### src/sv/r5rr_pkg.sv
`timescale 1ns / 1ps
// Shared widths, codes and types of the RAID5 read and rebuild engine.
package r5rr_pkg;

    localparam int DEF_MAX_DISKS      = 16;
    localparam int DEF_WORDS_PER_DISK = 1024;

    localparam int W_DISK = 4;
    localparam int W_WORD = 10;
    localparam int W_DATA = 32;
    localparam int W_BLK  = 20;
    localparam int W_N    = 5;
    localparam int W_S    = 11;
    localparam int W_LEN  = 11;
    localparam int W_PADDR = 4;
    localparam int W_PDATA = 32;

    localparam logic OP_LOAD  = 1'b0;
    localparam logic OP_QUERY = 1'b1;

    localparam logic [1:0] REG_NUM_DISKS     = 2'd0;
    localparam logic [1:0] REG_STRIPE_BLOCKS = 2'd1;
    localparam logic [1:0] REG_DISK_WORDS    = 2'd2;

    typedef enum logic [3:0] {
        ST_IDLE,
        ST_DIV_S,
        ST_DIV_N1,
        ST_DIV_N,
        ST_MUL,
        ST_ADD,
        ST_DECIDE,
        ST_WALK,
        ST_TAIL,
        ST_FIN
    } state_t;

    typedef struct packed {
        logic [W_N-1:0]   n;
        logic [W_S-1:0]   s;
        logic [W_LEN-1:0] len;
    } cfg_t;

    typedef struct packed {
        logic             start;
        logic [W_BLK-1:0] dividend;
        logic [W_S-1:0]   divisor;
    } div_req_t;

    typedef struct packed {
        logic             done;
        logic [W_BLK-1:0] quot;
        logic [W_S-1:0]   rem;
    } div_rsp_t;

endpackage

### src/sv/r5rr_div.sv
`timescale 1ns / 1ps
// Bit-serial restoring divider giving quotient and remainder, one bit a cycle.
module r5rr_div
    import r5rr_pkg::*;
(
    input  logic     clk,
    input  logic     rst_n,
    input  div_req_t req,
    output div_rsp_t rsp
);

    localparam int CNW = $clog2(W_BLK);
    localparam logic [CNW-1:0] LAST_STEP = CNW'(W_BLK - 1);

    logic             busy_reg, busy_next;
    logic             done_reg, done_next;
    logic [CNW-1:0]   cnt_reg, cnt_next;
    logic [W_BLK-1:0] quo_reg, quo_next;
    logic [W_S-1:0]   rem_reg, rem_next;
    logic [W_S-1:0]   dvs_reg, dvs_next;
    logic [W_S:0]     shifted;
    logic [W_S:0]     diff;
    logic             fits;

    assign shifted = {rem_reg, quo_reg[W_BLK-1]};
    assign fits    = shifted >= {1'b0, dvs_reg};
    assign diff    = shifted - {1'b0, dvs_reg};

    always_comb
    begin
        busy_next = busy_reg;
        done_next = 1'b0;
        cnt_next  = cnt_reg;
        quo_next  = quo_reg;
        rem_next  = rem_reg;
        dvs_next  = dvs_reg;
        if (req.start)
        begin
            busy_next = 1'b1;
            cnt_next  = '0;
            quo_next  = req.dividend;
            rem_next  = '0;
            dvs_next  = req.divisor;
        end
        else if (busy_reg)
        begin
            quo_next = {quo_reg[W_BLK-2:0], fits};
            rem_next = fits ? diff[W_S-1:0] : shifted[W_S-1:0];
            cnt_next = cnt_reg + CNW'(1);
            if (cnt_reg == LAST_STEP)
            begin
                busy_next = 1'b0;
                done_next = 1'b1;
            end
        end
    end

    always_ff @(posedge clk or negedge rst_n)
    begin
        if (!rst_n)
        begin
            busy_reg <= 1'b0;
            done_reg <= 1'b0;
            cnt_reg  <= '0;
        end
        else
        begin
            busy_reg <= busy_next;
            done_reg <= done_next;
            cnt_reg  <= cnt_next;
        end
    end

    always_ff @(posedge clk)
    begin
        quo_reg <= quo_next;
        rem_reg <= rem_next;
        dvs_reg <= dvs_next;
    end

    assign rsp.done = done_reg;
    assign rsp.quot = quo_reg;
    assign rsp.rem  = rem_reg;

endmodule

### config.mk
export PLATFORM = sky130hd
export DESIGN_NAME = r5rr_div
export DESIGN_NICKNAME = d
export VERILOG_FILES = /design/src/sv/r5rr_pkg.sv /design/src/sv/r5rr_div.sv
export SDC_FILE = /design/constraint.sdc
export NUM_CORES = 1
export LEC_CHECK = 0
export BUFFER_PORTS_ARGS = -buffer_cell sky130_fd_sc_hd__buf_2
export CAP_MARGIN = 25
export CORE_ASPECT_RATIO = 2
export CORE_UTILIZATION = 48
export DETAILED_ROUTE_END_ITERATION = 6
export PLACE_DENSITY = 0.85
export SLEW_MARGIN = 0
export SYNTH_ARGS = -nofsm -noshare
export SYNTH_HDL_FRONTEND = slang
export SYNTH_SLANG_ARGS = --single-unit
export TNS_END_PERCENT = 1
### constraint.sdc
create_clock -name clk -period 2.45 [get_ports clk]
set_clock_uncertainty 0.2 [all_clocks]
set_input_delay 0.245 -clock clk [delete_from_list [all_inputs] [get_ports clk]]
set_output_delay 0.245 -clock clk [all_outputs]
set_load 0.01 [all_outputs]
# Word-level counts from Yosys, hierarchy flattened
# Cells that the tools add are included.
# op_classes
reduce_logical	1
eq_ne	1
bitwise_logic	0
n_div	0
add_sub_neg	2
shifts	0
multipliers	0
muxes	11
magnitude_cmp	1
# op_table
operator	n
$mux 20	2
$ge 12x11->1	1
$mux 11	1
$sub 11x11->11	1
$mux 5	2
$mux 1	6
$add 5x1->5 const B	1
$eq 5x5->1 const B	1
$reduce_bool 2->1	1
# word_totals
regBits	49
rom_bits	0
out_inout_bits	32
mem_bits_rw	0
mem_count	0
wordCells	22
latch_bits	0

# Longest topological paths before layout
# Gate-level depths: netlist of run 1.
# logic_depth
depth_word	4
depth_mapped	10
ltp_nobuf	9

# Least setup slack after synthesis of run 1
# Ideal clock, no wire load.
# synth_timing
kind	reg-to-reg
startpoint	register quo_reg[19]
endpoint	register rem_reg[0]
required_time_ps	2171
setup_slack_ps	-5
stages_incl_launch_ff	10
arrival_time_ps	2176
path_buffers	0
cell_sequence	edfxtp_1 > inv_1 > ha_1 > fa_1 > nor2b_1 > o31a_1 > o21ai_2 > o21ai_4 > mux2_4 > a211oi_2
# synth_between
elab_chain_cells	2
word_cells_on_any_way	3
cone_classes	add/sub: 1; order compare: 1; mux: 1
# synth_lines
item	line_no	source
from (decl)	r5rr_div.sv:18	logic [W_BLK-1:0] quo_reg, quo_next;
from (signal assigned)	r5rr_div.sv:76	quo_reg <= quo_next;
$sub 11x11->11 or $ge 12x11->1 (tied branches)	r5rr_div.sv:27, r5rr_div.sv:26	
$mux 11 *	r5rr_div.sv:48	rem_next = fits ? diff[W_S-1:0] : shifted[W_S-1:0];
to (signal assigned)	r5rr_div.sv:77	rem_reg <= rem_next;
to (decl)	r5rr_div.sv:19	logic [W_S-1:0] rem_reg, rem_next;
# Every way passes the cells marked *; elsewhere a longest branch is shown, timed or not.
# A chain may end at the register's enable or synchronous reset.

# Worst setup path after layout of run 1
# layout_timing
startpoint	register dvs_reg[0]
endpoint	register rem_reg[2]
# layout_between
elab_chain_cells	2
word_cells_on_any_way	3
cone_classes	add/sub: 1; order compare: 1; mux: 1
# layout_lines
item	line_no	source
from (decl)	r5rr_div.sv:20	logic [W_S-1:0] dvs_reg, dvs_next;
from (signal assigned)	r5rr_div.sv:78	dvs_reg <= dvs_next;
$sub 11x11->11 or $ge 12x11->1 (tied branches)	r5rr_div.sv:27, r5rr_div.sv:26	
$mux 11 *	r5rr_div.sv:48	
# Marked as above.

==> results of run 1 <==
cell type report:
type | instances | area, um^2 | share of cell area, %
clock buffer | 6 | 72.6 | 2.13
clock inverter | 2 | 16.3 | 0.477
inverter | 14 | 52.6 | 1.54
multi-input combinational | 144 | 1240 | 36.3
sequential | 49 | 1330 | 38.9
tap | 58 | 72.6 | 2.13
timing repair buffer | 99 | 631 | 18.5
power breakdown:
| part | internal [W] | switching (W) |
|---|---|---|
| Clock | 0.000203 | 0.000272 |
| Combinational | 0.000852 | 0.000827 |
| Sequential | 0.00103 | 0.000111 |
| Total | 0.00209 | 0.00121 |
cells by family after synthesis:
logic type,count (synthesis),share of synthesized area [%]
simple gates,55,12.4
flops,49,50.8
compound gates,40,11.7
mux,27,11.5
buf+inv,24,4.08
fa+ha+maj,13,6.52
xor+xnor,9,3.02
placed cells by master (no fill, tap or decap), drive strengths merged, types with 4 or more instances in the layout:
cell,instances
a211oi,8
a21oi,6
buf,87
clkbuf,6
dfrtp,7
dfxtp,11
dlygate4sd3,12
edfxtp,31
ha,12
inv,14
mux2,21
mux2i,6
nand2,8
nand2b,4
nor2,19
o21ai,9
xnor2,6
routing by layer:
metal	GRT usage, %	part of all wire [%]	up-vias
met3	4.58	3.4	26
met1	25.4	35	998
li1	-	-	989
met4	15.6	5.5	0
met5	0	0	-
met2	39.0	56	62
metrics by stage:
step           worst slack (ns)  util, %  cell area [um^2]  TNS (ns)
3_3_place_gp            -0.0204     60.4              3130   -0.0685
6_report                 0.0323     65.8              3410         0
4_1_cts                  0.0175     64.7              3360         0
3_5_place_dp            -0.0954     60.4              3130    -0.576
5_1_grt                  -0.136     65.8              3410    -0.959
2_1_floorplan           0.00319        -              2620         0
critical path, cell delays in order (launching register included):
cell and delay [ns]:
edfxtp_1 0.42, ha_4 0.19, fa_2 0.34, nor2b_2 0.13, o31a_1 0.22, o21ai_4 0.09
o21ai_4 0.23, buf_4 0.18, mux2i_1 0.20, a211oi_1 0.09
what timing repair did:
action	in CTS	in global routing
endpoints found under the setup margin	9	12
hold buffers	12	0
endpoints found under the hold margin	18	0
pin swaps	5	8
resized for setup	2	10
gates cloned	0	0
setup buffers	1	0
worst min path at each step:
| stage | from | endpoint | slack, ns | cells after the start |
|---|---|---|---|---|
| 2_1_floorplan | rst_n | busy_reg$_DFF_PN0_ | -0.25 | 0 |
| 3_3_place_gp | rst_n | cnt_reg[3]$_DFFE_PN0P_ | -0.12 | 1 |
| 3_5_place_dp | rst_n | cnt_reg[3]$_DFFE_PN0P_ | -0.11 | 1 |
| 4_1_cts | req[17] | quo_reg[6]$_DFFE_PP_ | 0.02 | 2 |
| 5_1_grt | req[16] | quo_reg[5]$_DFFE_PP_ | 0.03 | 2 |
| 6_report | req[17] | quo_reg[6]$_DFFE_PP_ | 0.03 | 2 |
==> impl_metrics.env, run 1 <==
export IMPL_drc=0
export IMPL_report_final_hold_viol_count=0
export IMPL_initial_core_util_pct=50.3
export IMPL_report_final_setup_viol=0
export IMPL_number_of_flip_flops_in_the_largest_register=20
export IMPL_synth_nets=264
export IMPL_synthTopCellsByCount="edfxtp_1, mux2_2, nor2_1"
export IMPL_drtIter0Drc=47
export IMPL_worst_path_clk_slew_ns=0.09
export IMPL_synth_largest_area_cell="edfxtp_1"
export IMPL_ir_worst_vdd_mv=0.772
export IMPL_final_count_of_pins_violating_max_slew=0
export IMPL_regToRegEndpoint="rem_reg[2]$_SDFFE_PP0P_"
export IMPL_worst_setup_path_startpoint="dvs_reg[0]$_DFFE_PP_"
export IMPL_timing_rr_start="dvs_reg[0]$_DFFE_PP_"
export IMPL_timing_worst_slew_pin_value_ns=0.474
export IMPL_dr_total_vias=2075
export IMPL_largest_net_degree_at_the_start_of_global_routing=25
export IMPL_chipWidth_um=54.1
export IMPL_synth_most_common_cell="edfxtp_1"
export IMPL_relative_slew_slack_pct=68.4
export IMPL_final_cells=372
export IMPL_rsz0062_at_grt="yes"
export IMPL_fin_crit_share_pct=98.7
export IMPL_row_count=37
export IMPL_worst_endpoint_arrival_ns=2.40
export IMPL_clock_sinks=49
export IMPL_worst_skew_late_latency_ns=0.31
export IMPL_timing_worst_setup_path_type="register to register"
export IMPL_cellLeakagePower_nw=1.54
export IMPL_replace_congestion=0.901
export IMPL_synth_warning_count=0
export IMPL_synth_seq_cells=49
export IMPL_number_of_enable_type_register_cells_in_the_synthesized_netlist=31
export IMPL_type_of_destination_of_the_critical_path="register"
export IMPL_required_ns=2.43
export IMPL_yosys_cell_types_count=49
export IMPL_totalWireLength_mm=6.05
export IMPL_synth_yosys_seq_area_share_pct=50.8
export IMPL_synth_top_flop_cell="edfxtp_1"
export IMPL_max_clock_freq_mhz=414
export IMPL_layout_nets=360
export IMPL_port_buffer_count=65
export IMPL_postSynth_asyncResetShare_pct=14.3
export IMPL_floorplan_die_area_um2=5750
export IMPL_placedCellCount=351
export IMPL_worstRegToRegCells=9
export IMPL_drtAntennaViolNets=0
export IMPL_post_route_cells_drive_above_1_share_pct=41.4
export IMPL_critPathMaxFanout=6
export IMPL_post_synth_instance_area_um2=2610
export IMPL_drt_wirelength_per_cell_um=16.3
export IMPL_cts_max_level=2
export IMPL_antenna_cells=0
export IMPL_p_total_w=0.00330
export IMPL_synthToLayoutAreaGrowth_pct=30.7
export IMPL_worstSetupEndpoint="rem_reg[2]$_SDFFE_PP0P_"
export IMPL_synthTopCellsByArea="edfxtp_1, mux2_2, dfxtp_1, dfrtp_1, ha_1"
export IMPL_num_io_pins=66
export IMPL_hpwl_mm=4.47
export IMPL_detailedRoute_firstPassIterationCount=4
export IMPL_hold_ws_ns=0.0327
export IMPL_clock_path_buffers=2
export IMPL_avgSynthCellArea_um2=12.0
export IMPL_first_global_vias=2182
export IMPL_synth_cells=217
export IMPL_cts_root_buffer="clkbuf_8"
export IMPL_coreArea_um2=5180
export IMPL_timing_reg2reg_setup_slack_ns=0.03
export IMPL_tritoncts="built"
export IMPL_initial_antenna_violation_count=0
export IMPL_avgViaCountPerCell=5.58
export IMPL_tritoncts_num_buffers=5
export IMPL_grt_ovfl_total=0
export IMPL_fin_crit_ns=2.42
export IMPL_die_height_um=106
export IMPL_outcome="finished clean"
export IMPL_synth_top_cell_area_share_pct=35.7
export IMPL_p_per_area_nw_per_um2=966
export IMPL_grt_first_pass_wirelength_mm=9.74
export IMPL_maxCapViolations=0
export IMPL_hold_class="input port to register"
export IMPL_crit_path_start_kind="register"
export IMPL_fillers=410
export IMPL_globalRouteTotalUtil_pct=23.5
Power figures use the tool's default switching activity.
==> run 2: changes to the inputs <==
--- a/config.mk
+++ b/config.mk
@@ -9,8 +9,9 @@
 export CAP_MARGIN = 25
 export CORE_ASPECT_RATIO = 2
 export CORE_UTILIZATION = 48
+export CTS_CLUSTER_DIAMETER = 60
 export DETAILED_ROUTE_END_ITERATION = 6
-export PLACE_DENSITY = 0.85
+export PLACE_DENSITY_LB_ADDON = 0.12
 export SLEW_MARGIN = 0
 export SYNTH_ARGS = -nofsm -noshare
 export SYNTH_HDL_FRONTEND = slang
==> run 2 against run 1 <==
The flow now finishes with violations (negative setup slack). Clock-buffer cell count unchanged. Routed wire length down 4.7%. Clock power up 19%. Via count down 1.7%. Hold slack better by 0.0027 ns. Setup slack worse by 0.073 ns. First-iteration DRC count up 36%. Sequential cell count unchanged. Global-route usage down 1.9 points. Die area unchanged. Critical path depth down 1. Critical endpoint is now rem_reg[0]$_SDFFE_PP0P_. Largest power group unchanged.
==> impl_metrics.env, run 2 (same netlist as run 1, synthesis figures left out) <==
export IMPL_relative_slew_slack_pct=68.0
export IMPL_antenna_cells=0
export IMPL_final_count_of_pins_violating_max_slew=0
export IMPL_p_total_w=0.00351
export IMPL_drtAntennaViolNets=0
export IMPL_totalWireLength_mm=5.77
export IMPL_maxCapViolations=0
export IMPL_cts_max_level=2
export IMPL_avgViaCountPerCell=5.40
export IMPL_tritoncts_num_buffers=5
export IMPL_coreArea_um2=5180
export IMPL_area_post_placement_um2=3190
export IMPL_fillers=418
export IMPL_commonest_non_fill_non_tap_cell_in_the_layout="buf_2"
export IMPL_placedCellCount=358
export IMPL_worstHoldPathCells=2
export IMPL_fin_crit_ns=2.49
export IMPL_timing_critical_path_slowest_stage_cell="edfxtp_1"
export IMPL_detailedRoute_firstPassIterationCount=4
export IMPL_crit_path_start_kind="register"
export IMPL_hpwl_mm=4.33
export IMPL_worst_endpoint_arrival_ns=2.52
export IMPL_report_final_setup_viol=1
export IMPL_cellLeakagePower_nw=1.59
export IMPL_layout_setup_ws_ns=-0.0402
export IMPL_worst_path_clk_slew_ns=0.09
export IMPL_cts_root_buffer="clkbuf_8"
export IMPL_post_route_cell_area_um2=3530
export IMPL_ir_worst_vdd_mv=0.895
export IMPL_cts_setup_buffers=0
export IMPL_number_of_flip_flops_in_the_largest_register=20
export IMPL_fin_crit_share_pct=102
export IMPL_drt_wirelength_per_cell_um=15.3
export IMPL_timing_worst_setup_path_type="register to register"
export IMPL_initial_antenna_violation_count=0
export IMPL_floorplan_die_area_um2=5750
export IMPL_drtIter0Drc=64
export IMPL_clock_path_buffers=2
export IMPL_first_global_vias=2007
export IMPL_num_io_pins=66
export IMPL_rsz0062_at_grt="yes"
export IMPL_worst_hold_startpoint="req[26]"
export IMPL_worstRegToRegCells=8
export IMPL_chipWidth_um=54.1
export IMPL_grt_ovfl_total=0
export IMPL_timing_critical_path_cells="ha_4 > fa_2 > nor2b_2 > o31a_1 > o21ai_4 > o21ai_4 > mux2_4 > a211oi_2"
export IMPL_outcome="finished with violations"
export IMPL_type_of_destination_of_the_critical_path="register"
export IMPL_dr_total_vias=2040
export IMPL_row_count=37
export IMPL_leading_cell_types_in_the_layout_fill_and_taps_excluded="buf_2, edfxtp_1, buf_4"
export IMPL_worst_skew_late_latency_ns=0.31
export IMPL_clock_sinks=49
export IMPL_regToRegEndpoint="rem_reg[0]$_SDFFE_PP0P_"
export IMPL_setup_tns_ns=-0.0402
export IMPL_p_per_area_nw_per_um2=995
export IMPL_hold_end="quo_reg[15]$_DFFE_PP_"
export IMPL_critPathMaxFanout=6
export IMPL_max_clock_freq_mhz=402
export IMPL_cpMostUsedCell="o21ai_4"
export IMPL_timing_rr_start="dvs_reg[0]$_DFFE_PP_"
export IMPL_replace_congestion=0.851
export IMPL_layout_nets=366
export IMPL_post_route_cells_drive_above_1_share_pct=44.1
export IMPL_violations="negative setup slack"
export IMPL_required_ns=2.48
export IMPL_timing_worst_slew_pin_value_ns=0.480
export IMPL_drc=0
export IMPL_timing_reg2reg_setup_slack_ns=-0.04
export IMPL_tritoncts="built"
export IMPL_synthToLayoutAreaGrowth_pct=35.2
export IMPL_globalRouteTotalUtil_pct=21.6
export IMPL_port_buffer_count=65
export IMPL_final_cells=378
export IMPL_largest_net_degree_at_the_start_of_global_routing=23
export IMPL_die_height_um=106
export IMPL_critical_path_max_stage_delay_ns=0.42
export IMPL_grt_first_pass_wirelength_mm=8.89
export IMPL_report_final_hold_viol_count=0
export IMPL_hold_class="input port to register"
export IMPL_initial_core_util_pct=50.3
-- run 2: layout make-up --
type	instances	area [um^2]	area share, %
well taps	58	72.6	2.06
flip-flops and latches	49	1330	37.6
repair buffers	105	676	19.2
multi-input cells	144	1290	36.7
inverters	14	52.6	1.49
clock inverters	2	33.8	0.958
clock buffers	6	72.6	2.06
-- run 2: stage by stage --
stage / utilization (%) / setup slack, ns / hold slack, ns
after floorplan: - / 0.00319 / -0.251
after global placement: 61.4 / -0.0310 / -0.114
after detailed placement: 61.4 / -0.0724 / -0.114
after CTS: 66.2 / 0.00378 / 0.0288
after global routing: 68.0 / -0.137 / 0.0219
final: 68.0 / -0.0402 / 0.0353
-- run 2: how the worst max path moves through the flow --
stage | startpoint | to | slack [ns] | cells after the start
5_1_grt | dvs_reg[0]$_DFFE_PP_ | rem_reg[0]$_SDFFE_PP0P_ | -0.14 | 8
3_3_place_gp | dvs_reg[1]$_DFFE_PP_ | rem_reg[9]$_SDFFE_PP0P_ | -0.03 | 8
4_1_cts | quo_reg[19]$_DFFE_PP_ | rem_reg[0]$_SDFFE_PP0P_ | 0.004 | 9
2_1_floorplan | quo_reg[19]$_DFFE_PP_ | rem_reg[0]$_SDFFE_PP0P_ | 0.003 | 9
6_report | dvs_reg[0]$_DFFE_PP_ | rem_reg[0]$_SDFFE_PP0P_ | -0.04 | 8
3_5_place_dp | quo_reg[19]$_DFFE_PP_ | rem_reg[8]$_SDFFE_PP0P_ | -0.07 | 10
-- run 2: layer usage --
metal / wire length (um) / share of wire [%] / vias up / GRT usage, %
met5: 0 / 0 / - / 0
met4: 96 / 1.7 / 0 / 8.24
met3: 171 / 3.0 / 6 / 4.43
met2: 3300 / 57 / 47 / 39.2
met1: 2200 / 38 / 987 / 22.6
li1: - / - / 1000 / -
-- run 2: where the power goes --
group          internal, W  switching (W)  leakage [nW]
Sequential         0.00103      0.0000987         0.501
Combinational     0.000954       0.000860          1.04
Clock             0.000301       0.000264        0.0528
-- run 2: what timing repair did --
| action | 4_1_cts | 5_1_grt |
|---|---|---|
| gates resized for setup | 5 | 15 |
| setup endpoints to repair | 9 | 12 |
| pin swaps | 2 | 10 |
| hold buffers | 12 | 0 |
| endpoints found under the hold margin | 18 | 0 |
-- run 2: worst max-delay path: cells and delay by family (launching register included) --
family / cells / cell delay, ns
and+or+nand+nor: 1 / 0.14
DFF: 1 / 0.42
AOI/OAI and AO/OA: 4 / 0.78
adders and majority gates: 2 / 0.53
muxes: 1 / 0.34
