==> src/sv/r5rr_pkg.sv <==
`timescale 1ns / 1ps
// Shared widths, codes and types of the RAID5 read and rebuild engine.
package r5rr_pkg;

    localparam int DEF_MAX_DISKS      = 16;
    localparam int DEF_WORDS_PER_DISK = 1024;

    localparam int W_DISK = 4;
    localparam int W_WORD = 10;
    localparam int W_DATA = 32;
    localparam int W_BLK  = 20;
    localparam int W_N    = 5;
    localparam int W_S    = 11;
    localparam int W_LEN  = 11;
    localparam int W_PADDR = 4;
    localparam int W_PDATA = 32;

    localparam logic OP_LOAD  = 1'b0;
    localparam logic OP_QUERY = 1'b1;

    localparam logic [1:0] REG_NUM_DISKS     = 2'd0;
    localparam logic [1:0] REG_STRIPE_BLOCKS = 2'd1;
    localparam logic [1:0] REG_DISK_WORDS    = 2'd2;

    typedef enum logic [3:0] {
        ST_IDLE,
        ST_DIV_S,
        ST_DIV_N1,
        ST_DIV_N,
        ST_MUL,
        ST_ADD,
        ST_DECIDE,
        ST_WALK,
        ST_TAIL,
        ST_FIN
    } state_t;

    typedef struct packed {
        logic [W_N-1:0]   n;
        logic [W_S-1:0]   s;
        logic [W_LEN-1:0] len;
    } cfg_t;

    typedef struct packed {
        logic             start;
        logic [W_BLK-1:0] dividend;
        logic [W_S-1:0]   divisor;
    } div_req_t;

    typedef struct packed {
        logic             done;
        logic [W_BLK-1:0] quot;
        logic [W_S-1:0]   rem;
    } div_rsp_t;

endpackage

==> src/sv/r5rr_cfg.sv <==
`timescale 1ns / 1ps
// APB register bank holding the array geometry and its saturated working values.
module r5rr_cfg
    import r5rr_pkg::*;
#(
    parameter int MAX_DISKS      = DEF_MAX_DISKS,
    parameter int WORDS_PER_DISK = DEF_WORDS_PER_DISK
)
(
    input  logic               clk,
    input  logic               rst_n,
    input  logic               psel,
    input  logic               penable,
    input  logic               pwrite,
    input  logic [W_PADDR-1:0] paddr,
    input  logic [W_PDATA-1:0] pwdata,
    output logic [W_PDATA-1:0] prdata,
    output logic               pready,
    output cfg_t               cfg
);

    logic [W_N-1:0]   num_disks_reg, num_disks_next;
    logic [W_S-1:0]   stripe_blocks_reg, stripe_blocks_next;
    logic [W_LEN-1:0] disk_words_reg, disk_words_next;
    logic             wr_en;

    assign pready = 1'b1;
    assign wr_en  = psel && penable && pwrite && pready;

    always_comb
    begin
        num_disks_next     = num_disks_reg;
        stripe_blocks_next = stripe_blocks_reg;
        disk_words_next    = disk_words_reg;
        if (wr_en)
        begin
            unique case (paddr[3:2])
                REG_NUM_DISKS:     num_disks_next     = pwdata[W_N-1:0];
                REG_STRIPE_BLOCKS: stripe_blocks_next = pwdata[W_S-1:0];
                REG_DISK_WORDS:    disk_words_next    = pwdata[W_LEN-1:0];
                default:           ;
            endcase
        end
    end

    always_ff @(posedge clk or negedge rst_n)
    begin
        if (!rst_n)
        begin
            num_disks_reg     <= W_N'(2);
            stripe_blocks_reg <= W_S'(1);
            disk_words_reg    <= '0;
        end
        else
        begin
            num_disks_reg     <= num_disks_next;
            stripe_blocks_reg <= stripe_blocks_next;
            disk_words_reg    <= disk_words_next;
        end
    end

    always_comb
    begin
        unique case (paddr[3:2])
            REG_NUM_DISKS:     prdata = W_PDATA'(num_disks_reg);
            REG_STRIPE_BLOCKS: prdata = W_PDATA'(stripe_blocks_reg);
            REG_DISK_WORDS:    prdata = W_PDATA'(disk_words_reg);
            default:           prdata = '0;
        endcase
    end

    always_comb
    begin
        if (num_disks_reg < W_N'(2))
        begin
            cfg.n = W_N'(2);
        end
        else if (32'(num_disks_reg) > MAX_DISKS)
        begin
            cfg.n = W_N'(MAX_DISKS);
        end
        else
        begin
            cfg.n = num_disks_reg;
        end
        cfg.s = (stripe_blocks_reg == '0) ? W_S'(1) : stripe_blocks_reg;
        if (32'(disk_words_reg) > WORDS_PER_DISK)
        begin
            cfg.len = W_LEN'(WORDS_PER_DISK);
        end
        else
        begin
            cfg.len = disk_words_reg;
        end
    end

endmodule

==> config.mk <==
export PLATFORM = sky130hd
export DESIGN_NAME = r5rr_cfg
export DESIGN_NICKNAME = d
export VERILOG_FILES = /design/src/sv/r5rr_pkg.sv /design/src/sv/r5rr_cfg.sv
export SDC_FILE = /design/constraint.sdc
export NUM_CORES = 1
export LEC_CHECK = 0
export BUFFER_PORTS_ARGS = -buffer_cell sky130_fd_sc_hd__buf_2
export CAP_MARGIN = 40
export CORE_MARGIN = 4
export CORE_UTILIZATION = 33
export CTS_CLUSTER_DIAMETER = 200
export CTS_CLUSTER_SIZE = 8
export DETAILED_ROUTE_END_ITERATION = 8
export PLACE_DENSITY = 0.76
export SLEW_MARGIN = 20
export SYNTH_ARGS = -nofsm -noshare
export SYNTH_HDL_FRONTEND = slang
export SYNTH_SLANG_ARGS = --single-unit
==> constraint.sdc <==
create_clock -name clk -period 1.4 [get_ports clk]
set_input_delay 0.07 -clock clk [delete_from_list [all_inputs] [get_ports clk]]
set_output_delay 0.07 -clock clk [all_outputs]
set_load 0.1 [all_outputs]
Word-level counts from Yosys, hierarchy flattened --
Index checks and enable logic that the tools add are counted.
Cells by class: reduce and logical (&&, ||, !) cells 7, magnitude comparators 3, equality and inequality tests 2, mux-type cells 5
Operator list (number):
- 11-bit one-hot mux with 3 select lines | 1
- 11-bit two-way mux | 2
- 11-bit > comparator (second input constant) | 1
- 11-bit logical NOT | 1
- 5-bit two-way mux | 2
- 2-bit AND reduction | 3
- 5-bit > comparator (second input constant) | 1
- 5-bit by 2-bit < comparator with 1-bit output (second input constant) | 1
- 2-bit by 1-bit == test with 1-bit output (second input constant) | 1
- 2-bit == test (second input constant) | 1
- 1-bit logical AND | 2
- 2-bit logical NOT | 1
Storage, ports and cells: output and inout port bits 60, flip-flop bits (word level) 27, word-level logic and storage cells 20, input bits 41

Logic depth before layout (Yosys ltp) --
Gate-level depths: netlist of run 1.
word-level depth 3, mapped depth 5

Worst setup path before layout of run 1 --
Ideal clock, no wire load.
path kind register to output, from register num_disks_reg[1], to output port cfg[22] (netlist name), data arrival time 2.775 ns, path slack -1.445 ns, data required time 1.330 ns, stages on the path, launching flop included 3, path through dfstp_2 nor3_1 nor3b_1
RTL lines:
- start, declared | RTL line r5rr_cfg.sv:22 | logic [W_N-1:0] num_disks_reg, num_disks_next;
- start signal, assigned | RTL line r5rr_cfg.sv:56 | num_disks_reg <= num_disks_next;
- end, declared | RTL line r5rr_cfg.sv:19 | output cfg_t cfg

==> results.json, run 1 <==
{
  "status": "finished with violations",
  "violations": "setup timing",
  "fin_skew_ps": 0,
  "die_y_um": 77.4,
  "dp_hpwl_mm": 3.04,
  "clk_pin_slew_ps": 90,
  "post-place-ws_ps": 77.6,
  "p_leak_nw": 1.17,
  "ant_nets": 0,
  "clock_latency_ps": 260,
  "crit_path_end_kind": "output pin",
  "drive_above_1_share_pct": 65.8,
  "place_area_um2": 2370,
  "hold_viol": 0,
  "dieArea_um2": 6000,
  "antenna_found_initial": 0,
  "ir_drop_mv": 1.14,
  "ys_ff_latch": 27,
  "max_slew.worst_pin.slew_ps": 651,
  "cts_tree": "done",
  "drtIter0Drc": 33,
  "wl_mm": 3.85,
  "grt_pass1_wl_mm": 6.15,
  "drc_errors": 0,
  "initial_core_util_pct": 33.9,
  "final.min_clock_period_ps": 1480,
  "crit_fanout": 2,
  "synthSimpleGateAreaFrac_pct": 11.0,
  "num_antenna_cells": 0,
  "crit_path_start_kind": "flop",
  "setup_violations": 2,
  "critPathRequiredTime_ps": 1330,
  "path_class": "flop to output pin",
  "crit_arrival_ps": 1410,
  "ys_seq_area_share_pct": 42.6,
  "fin_crit_sh_pct": 106,
  "synth_top_family_by_area": "multiplexers",
  "power_density_nw_per_um2": 2100,
  "h-tree-depth": 1,
  "clk_path_buf_depth": 2,
  "firstDrtPassIters": 4,
  "grt_overflow": 0,
  "finalSetupTns_ps": -121,
  "die_w_um": 77.4,
  "reg2reg_to": "stripe_blocks_reg[1]",
  "hold_path_end": "stripe_blocks_reg[9]",
  "grt_setup_unrepaired": "true",
  "root_buffer": "clkbuf_8",
  "muxShareOfSynthArea_pct": 24.6,
  "worstReg2RegStart": "stripe_blocks_reg[1]",
  "synth.avg_cell_area_um2": 11.1,
  "min_from": "pwdata[9]",
  "grtUsageTotal_pct": 12.9,
  "routedWlPerCell_um": 15.4,
  "ys_types": 22,
  "synthCells": 144,
  "synthAdderAreaFrac_pct": 0,
  "clock-sinks": 27,
  "min_path_cells": 2,
  "numCtsBuffers": 3,
  "stdcell_count": 250,
  "synth_compound_area_share_pct": 5.42,
  "grt_pass1_vias": 1166,
  "ioPinCount": 101,
  "area_delta_synth_final_pct": 55.0,
  "fin_ws_ps": -78.3,
  "core_area_um2": 4690,
  "synthXorXnorAreaFrac_pct": 0,
  "r2r_slack_ps": 470,
  "total_power_mw": 5.19,
  "stdcell_area_um2": 2470,
  "hold_path.class": "input pin to flop",
  "num_rows": 25,
  "max_cap_viol_count": 0,
  "final_net_count": 238,
  "grt_start_max_net_pins": 28,
  "viasPerCell": 4.64,
  "syn_area_um2": 1590,
  "dp_cells": 245,
  "r2r_cells": 2,
  "io_buffer_count": 55,
  "finalWeightedCongestion": 0.777,
  "ys_warn_count": 0,
  "fmax_mhz": 676,
  "maxSlewViolCount": 0,
  "slew-limit-headroom_pct": 56.5,
  "num_vias": 1159
}
==> worst max-delay path, cell delays in order, from the launching register on <==
cell and delay (ps):
dfrtp_1 410, nor4_2 320, a31o_2 240, buf_12 180
==> placed cells by master (no fill, tap or decap) <==
master and instances:
mux2i_1 3, nor2b_1 5, nor2b_2 4, a31o_2 1, and2b_2 1, conb_1 22
buf_12 28, dlygate4sd3_1 1, nor3b_2 2, dfrtp_2 2, clkbuf_1 1, mux2_4 10
mux2i_2 1, dfrtp_1 23, clkbuf_8 3, dfstp_2 2, nor3_2 1, o21ai_2 2
a22o_2 4, o21ai_4 3, nor3_1 1, mux2i_4 1, or3b_1 1, buf_6 1
mux2_2 17, a22o_4 1, nor2_1 3, buf_2 28, nand3_1 1, nor2b_4 4
nand2_1 5, nor4_2 2, a22o_1 1, buf_4 10, nor2_2 1
==> stage by stage <==
stage | util [%] | hold WS, ps
final | 52.6 | 50.3
after global routing | 52.6 | 39.4
after CTS | 52.0 | 45.5
after detailed placement | 50.6 | 117
after global placement | 50.6 | 108
after floorplan | - | -226
==> metal layers <==
layer	GRT usage [%]	part of all wire (%)
met3	2.67	6.8
met2	21.2	48
met4	3.74	0.86
met5	0	0
met1	17.1	44
==> timing repair <==
item / CTS / global route
endpoints found under the setup margin: 2 / 6
pin swaps: 1 / 0
hold endpoints to repair: 25 / 0
resized for setup: 2 / 7
cloned: 0 / 0
buffers inserted: 0 / 0
hold buffers: 1 / 0
==> Yosys cell counts, drive strengths merged <==
| cell | n | area share, % |
|---|---|---|
| nor3b | 2 | 0.94 |
| and2b | 1 | 0.55 |
| nor4 | 2 | 0.79 |
| dfrtp | 25 | 39 |
| buf | 26 | 13 |
| nand3 | 1 | 0.31 |
| mux2i | 5 | 3.1 |
| o21ai | 5 | 1.6 |
| nand2 | 5 | 1.2 |
| nor3 | 2 | 0.63 |
| mux2 | 27 | 21 |
| nor2 | 4 | 0.94 |
| conb | 2 | 0.47 |
| or3b | 1 | 0.55 |
| a22o | 6 | 3.3 |
| dfstp | 2 | 3.3 |
| a31o | 1 | 0.55 |
| clkbuf | 14 | 3.3 |
| nor2b | 13 | 5.1 |
==> where the power goes <==
group	leakage, nW	internal, mW	total [mW]	switching, mW
combinational	0.818	1.10	3.59	2.49
sequential	0.325	0.975	1.18	0.202
clock	0.0228	0.203	0.426	0.223
==> kinds of logic after synthesis <==
group	Yosys count
buffers and inverters	40
and+or+nand+nor	31
other	2
AOI/OAI and AO/OA	12
muxes	32
DFF	27
==> worst max-delay path by stage <==
stage,start,end,slack (ps),depth (start not counted)
3_5_place_dp,paddr[2],prdata[6],80,4
3_3_place_gp,paddr[2],prdata[6],90,4
6_report,stripe_blocks_reg[1],cfg[11],-80,3
4_1_cts,stripe_blocks_reg[1],cfg[11],-90,3
5_1_grt,stripe_blocks_reg[1],cfg[11],-110,3
2_1_floorplan,num_disks_reg[1],cfg[22],-460,2
==> area by class of cell <==
cell class / count / area [um2]
repair buffers: 68 / 797
well taps: 54 / 67.6
multi-input cells: 97 / 877
flip-flops and latches: 27 / 681
clock buffers: 4 / 45.0
fillers: 394 / 2220
(Power assumes the default switching activity.)
==> run 2: changes to the inputs <==
--- a/config.mk
+++ b/config.mk
@@ -7,12 +7,14 @@
 export LEC_CHECK = 0
 export BUFFER_PORTS_ARGS = -buffer_cell sky130_fd_sc_hd__buf_2
 export CAP_MARGIN = 40
+export CELL_PAD_IN_SITES_DETAIL_PLACEMENT = 0
+export CELL_PAD_IN_SITES_GLOBAL_PLACEMENT = 2
 export CORE_MARGIN = 4
-export CORE_UTILIZATION = 33
+export CORE_UTILIZATION = 24
 export CTS_CLUSTER_DIAMETER = 200
 export CTS_CLUSTER_SIZE = 8
 export DETAILED_ROUTE_END_ITERATION = 8
-export PLACE_DENSITY = 0.76
+export PLACE_DENSITY = 0.91
 export SLEW_MARGIN = 20
 export SYNTH_ARGS = -nofsm -noshare
 export SYNTH_HDL_FRONTEND = slang
==> run 2 against run 1 <==
Compared with the run above:
- the flow still finishes with violations (setup timing)
- sequential share of layout area decreased by 0.52 points
- design area increased by 1.7%
- via count increased by 2.8%
- combinational power increased by 2%
- critical path depth unchanged
- power increased by 1.0%
- cell count increased by 10%
- count of clock-buffer cells in the layout decreased by 1
- clock skew unchanged
- worst setup slack improved by 26 ps
- largest cell class unchanged
- clock power increased by 4%
- highest routed layer unchanged
==> results.json, run 2 (same netlist as run 1, synthesis figures left out) <==
{
  "status": "finished with violations",
  "violations": "setup timing",
  "crit_chain": "nor4_2, a31o_2, buf_12",
  "critPathRequiredTime_ps": 1330,
  "crit_cells": 3,
  "clock-sinks": 27,
  "ir_drop_mv": 1.02,
  "cp_slowest_stage_delay_ps": 400,
  "final_net_count": 241,
  "p_leak_nw": 1.18,
  "drive_above_1_share_pct": 65.8,
  "cts_tree": "done",
  "fin_ws_ps": -52.3,
  "worstReg2RegStart": "disk_words_reg[10]",
  "fin_skew_ps": 0,
  "hold_viol": 0,
  "cp_slowest_cell": "dfrtp_1",
  "ant_nets": 0,
  "p_clk_share_pct": 8.5,
  "r2r_slack_ps": 470,
  "io_buffer_count": 55,
  "h-tree-depth": 1,
  "fin_crit_sh_pct": 104,
  "viasPerCell": 4.32,
  "drtIter0Drc": 43,
  "path_buf_inv": 1,
  "crit_path_start_kind": "flop",
  "min_from": "pwdata[8]",
  "hold_path_end": "stripe_blocks_reg[8]",
  "grt_pass1_wl_mm": 6.47,
  "r2r_cells": 2,
  "ioPinCount": 101,
  "power_density_nw_per_um2": 2090,
  "grt_overflow": 0,
  "drc_errors": 0,
  "hold_path.class": "input pin to flop",
  "final_cell_mix": "28 x buf_2, 28 x buf_12, 24 x dfrtp_1",
  "dieArea_um2": 8000,
  "antenna_found_initial": 0,
  "root_buffer": "clkbuf_8",
  "num_antenna_cells": 0,
  "dp_hpwl_mm": 3.25,
  "reg2reg_to": "disk_words_reg[10]",
  "clock_latency_ps": 270,
  "num_rows": 29,
  "final.min_clock_period_ps": 1450,
  "setup_violations": 2,
  "grt_pass1_vias": 1236,
  "power_switching_mw": 2.95,
  "clk_pin_slew_ps": 90,
  "post-place-ws_ps": 113,
  "grtUsageTotal_pct": 10.8,
  "routedWlPerCell_um": 15.3,
  "clk_path_buf_depth": 2,
  "grt_start_max_net_pins": 28,
  "num_vias": 1191,
  "max_cap_viol_count": 0,
  "sw_frac_of_total_pct": 56.1,
  "grt_setup_unrepaired": "true",
  "core_area_um2": 6390,
  "utilization_pct": 39.3,
  "crit_arrival_ps": 1380,
  "max_slew.worst_pin.slew_ps": 629,
  "die_w_um": 89.4,
  "fmax_mhz": 689,
  "wl_mm": 4.23,
  "critPathTopFamily": "flip-flops",
  "min_path_cells": 2,
  "initial_core_util_pct": 24.9,
  "intPower_mw": 2.30,
  "numCtsBuffers": 3,
  "firstDrtPassIters": 4,
  "crit_path_end_kind": "output pin",
  "power_frac_seq_pct": 22.0,
  "stdcell_count": 276,
  "dp_cells": 267,
  "slew-limit-headroom_pct": 58.0,
  "finalWeightedCongestion": 0.760,
  "crit_fanout": 2,
  "maxSlewViolCount": 0,
  "path_class": "flop to output pin",
  "combPwrFrac_pct": 69.5,
  "area_delta_synth_final_pct": 57.7,
  "die_y_um": 89.4
}
## run 2: how the worst max path moves through the flow
| stage | start | endpoint | slack, ps |
|---|---|---|---|
| after floorplan | num_disks_reg[1] | cfg[22] | -460 |
| after global placement | pwrite | stripe_blocks_reg[8] | 140 |
| after detailed placement | pwrite | stripe_blocks_reg[8] | 110 |
| after CTS | stripe_blocks_reg[1] | cfg[11] | -60 |
| after global routing | stripe_blocks_reg[1] | cfg[11] | -110 |
| final | stripe_blocks_reg[1] | cfg[11] | -50 |
## run 2: routing by layer
| metal | GRT usage [%] | vias to the layer above | share of wire (%) |
|---|---|---|---|
| met3 | 3.41 | 4 | 8.8 |
| met5 | 0 | - | 0 |
| li1 | - | 554 | - |
| met1 | 13.6 | 588 | 40 |
| met4 | 2.03 | 0 | 0.50 |
| met2 | 18.3 | 45 | 51 |
## run 2: per-stage QoR
| step | hold WS [ps] | cell area, um2 | total power [mW] | setup TNS [ps] |
|---|---|---|---|---|
| after floorplan | -226 | 1770 | 3.79 | -2870 |
| after global placement | 113 | 2390 | 4.73 | 0 |
| after detailed placement | 125 | 2390 | 4.76 | 0 |
| after CTS | 30.8 | 2490 | 5.26 | -84.6 |
| after global routing | 27.5 | 2510 | 5.45 | -223 |
| final | 38.7 | 2510 | 5.25 | -76.3 |
## run 2: power by group through the flow
| stage | Clock [mW] | Combinational [mW] | Sequential [mW] |
|---|---|---|---|
| 2_1_floorplan | 0 | 2.68 | 1.11 |
| 3_3_place_gp | 0 | 3.57 | 1.16 |
| 3_5_place_dp | 0 | 3.58 | 1.17 |
| 4_1_cts | 0.469 | 3.64 | 1.15 |
| 5_1_grt | 0.507 | 3.75 | 1.19 |
| 6_report | 0.445 | 3.65 | 1.15 |
## run 2: area by class of cell
| cell class | count | area [um2] |
|---|---|---|
| fill | 624 | 3880 |
| multi-input combinational | 97 | 862 |
| timing repair buffer | 71 | 823 |
| sequential | 27 | 679 |
| tap | 77 | 96.3 |
| clock buffer | 3 | 41.3 |
| clock inverter | 1 | 7.51 |
## run 2: repair_timing
action | 4_1_cts | 5_1_grt
resized for setup | 3 | 4
hold endpoints to repair | 25 | 0
setup endpoints to repair | 3 | 6
gates cloned | 0 | 0
pin swaps | 1 | 0
setup buffers | 3 | 1
hold buffers | 1 | 0
==> run 3: changes to the inputs <==
--- a/config.mk
+++ b/config.mk
@@ -9,12 +9,14 @@
 export CAP_MARGIN = 40
 export CELL_PAD_IN_SITES_DETAIL_PLACEMENT = 0
 export CELL_PAD_IN_SITES_GLOBAL_PLACEMENT = 2
-export CORE_MARGIN = 4
+export CORE_MARGIN = 5
 export CORE_UTILIZATION = 24
 export CTS_CLUSTER_DIAMETER = 200
 export CTS_CLUSTER_SIZE = 8
 export DETAILED_ROUTE_END_ITERATION = 8
 export PLACE_DENSITY = 0.91
+export RECOVER_POWER = 50
+export SETUP_SLACK_MARGIN = 0.5
 export SLEW_MARGIN = 20
 export SYNTH_ARGS = -nofsm -noshare
 export SYNTH_HDL_FRONTEND = slang
==> run 3 against run 2 <==
Compared with the run above:
- the flow still finishes with violations (setup timing)
- first-iteration DRC count decreased by 12%
- register-to-register slack got worse by 90 ps
- via count is 5.7% higher
- routed wire length grew 12%
- critical path depth stayed put
- fmax increased by 0.91%
- cell count increased by 5.1%
- largest cell class is now non-clock buffers
- utilization increased by 9.4 points
- design area is 24% higher
==> results.json, run 3 (same netlist as run 1, synthesis figures left out) <==
{
  "status": "finished with violations",
  "violations": "setup timing",
  "crit_path_end_kind": "output pin",
  "die_y_um": 91.4,
  "ioPinCount": 101,
  "finalSetupTns_ps": -77.9,
  "final_net_count": 255,
  "initial_core_util_pct": 24.9,
  "num_vias": 1259,
  "routedWlPerCell_um": 16.3,
  "clock_latency_ps": 270,
  "fin_ws_ps": -39.3,
  "die_w_um": 91.4,
  "hold_viol": 0,
  "clock-sinks": 27,
  "fillCellCount": 551,
  "numCtsBuffers": 3,
  "grt_setup_unrepaired": "true",
  "crit_path_start_kind": "flop",
  "max_slew.worst_pin.slew_ps": 669,
  "critPathRequiredTime_ps": 1330,
  "min_from": "pwdata[7]",
  "ir_drop_mv": 1.31,
  "grtUsageTotal_pct": 11.0,
  "grt_start_max_net_pins": 28,
  "root_buffer": "clkbuf_8",
  "dp_hpwl_mm": 3.48,
  "fin_skew_ps": 0,
  "crit_path_start": "stripe_blocks_reg[8]",
  "grt_overflow": 0,
  "crit_arrival_ps": 1370,
  "cts_tree": "done",
  "place_area_um2": 2560,
  "worstReg2RegStart": "stripe_blocks_reg[6]",
  "max_cap_viol_count": 0,
  "regArea_um2": 693,
  "grt_pass1_wl_mm": 7.31,
  "num_antenna_cells": 0,
  "final_cell_mix": "39 x buf_12, 22 x conb_1, 22 x buf_6",
  "dieArea_um2": 8360,
  "fin_crit_sh_pct": 103,
  "stdcell_area_um2": 3110,
  "crit_fanout": 4,
  "firstDrtPassIters": 4,
  "finalWeightedCongestion": 0.744,
  "io_buffer_count": 55,
  "layout_commonest_cell": "buf_12",
  "hold_path.class": "input pin to flop",
  "area_delta_synth_final_pct": 95.3,
  "core_area_um2": 6390,
  "fmax_mhz": 695,
  "stdcell_count": 290,
  "path_class": "flop to output pin",
  "clk_path_buf_depth": 2,
  "grt_pass1_vias": 1364,
  "maxSlewViolCount": 0,
  "p_leak_nw": 1.39,
  "ant_nets": 0,
  "drc_errors": 0,
  "viasPerCell": 4.34,
  "setup_violations": 2,
  "final.min_clock_period_ps": 1440,
  "drtIter0Drc": 38,
  "wl_mm": 4.74,
  "multi_input_area_um2": 1110,
  "power_density_nw_per_um2": 1960,
  "slew-limit-headroom_pct": 55.4,
  "clk_pin_slew_ps": 90,
  "h-tree-depth": 1,
  "antenna_found_initial": 0,
  "num_rows": 29,
  "dp_cells": 263,
  "drive_above_1_share_pct": 73.2
}
-- run 3: changes by cell type in the layout (fill, tap and decap cells not counted), moves of 8 or more --
cell	change
buf_12	+11
mux2_2	-12
buf_6	+20
dfrtp_2	+11
mux2_1	+8
dfrtp_1	-11
nor2b_4	+9
buf_2	-17
-- run 3: area by class of cell --
cell class | instances | share of cell area, %
well taps | 77 | 3.10
flip-flops and latches | 27 | 22.3
multi-input cells | 98 | 35.7
repair buffers | 84 | 37.4
clock buffers | 4 | 1.45
-- run 3: worst paths after layout --
kind                                        end  slack (ps)  cells past startpoint
max in group asynchronous  stripe_blocks_reg[5]         570                      2
max                                     cfg[11]         -40                      3
max reg2reg                stripe_blocks_reg[6]         380                      3
min in group asynchronous     disk_words_reg[4]         360                      2
min reg2reg                   disk_words_reg[3]         540                      1
min                        stripe_blocks_reg[7]          30                      2
-- run 3: worst max-delay path: stages (launching register included) --
cell	delay (ps)
dfrtp_2	460
nor4_4	270
a31o_4	200
buf_12	170
-- run 3: metrics by stage --
step	util (%)	hold slack (ps)	setup slack, ps	total power [mW]
detailed placement	40.1	120	127	4.98
global placement	40.1	109	139	4.95
global route	48.7	18.3	-100	6.30
finish	48.7	31.4	-39.3	6.08
floorplan	-	-226	-95.5	4.11
CTS	47.2	26.6	-64.7	5.98
-- run 3: power by group --
part | internal, mW | leakage [nW] | total (mW) | switching, mW
logic | 1.71 | 1.05 | 4.37 | 2.66
clock network | 0.204 | 0.0228 | 0.439 | 0.235
registers | 0.988 | 0.314 | 1.27 | 0.285
-- run 3: what timing repair did --
action,in CTS,in global routing
pin swaps,6,4
resized for setup,84,15
setup endpoints to repair,51,58
endpoints found under the hold margin,25,0
setup buffers,10,11
cloned,1,0
hold buffers,1,0
-- run 3: metal layers --
metal	vias to the layer above	track usage [%]	routed length (um)
li1	575	-	-
met1	622	14.2	1950
met2	58	17.9	2350
met3	4	3.88	410
met4	0	1.83	26
met5	-	0	0
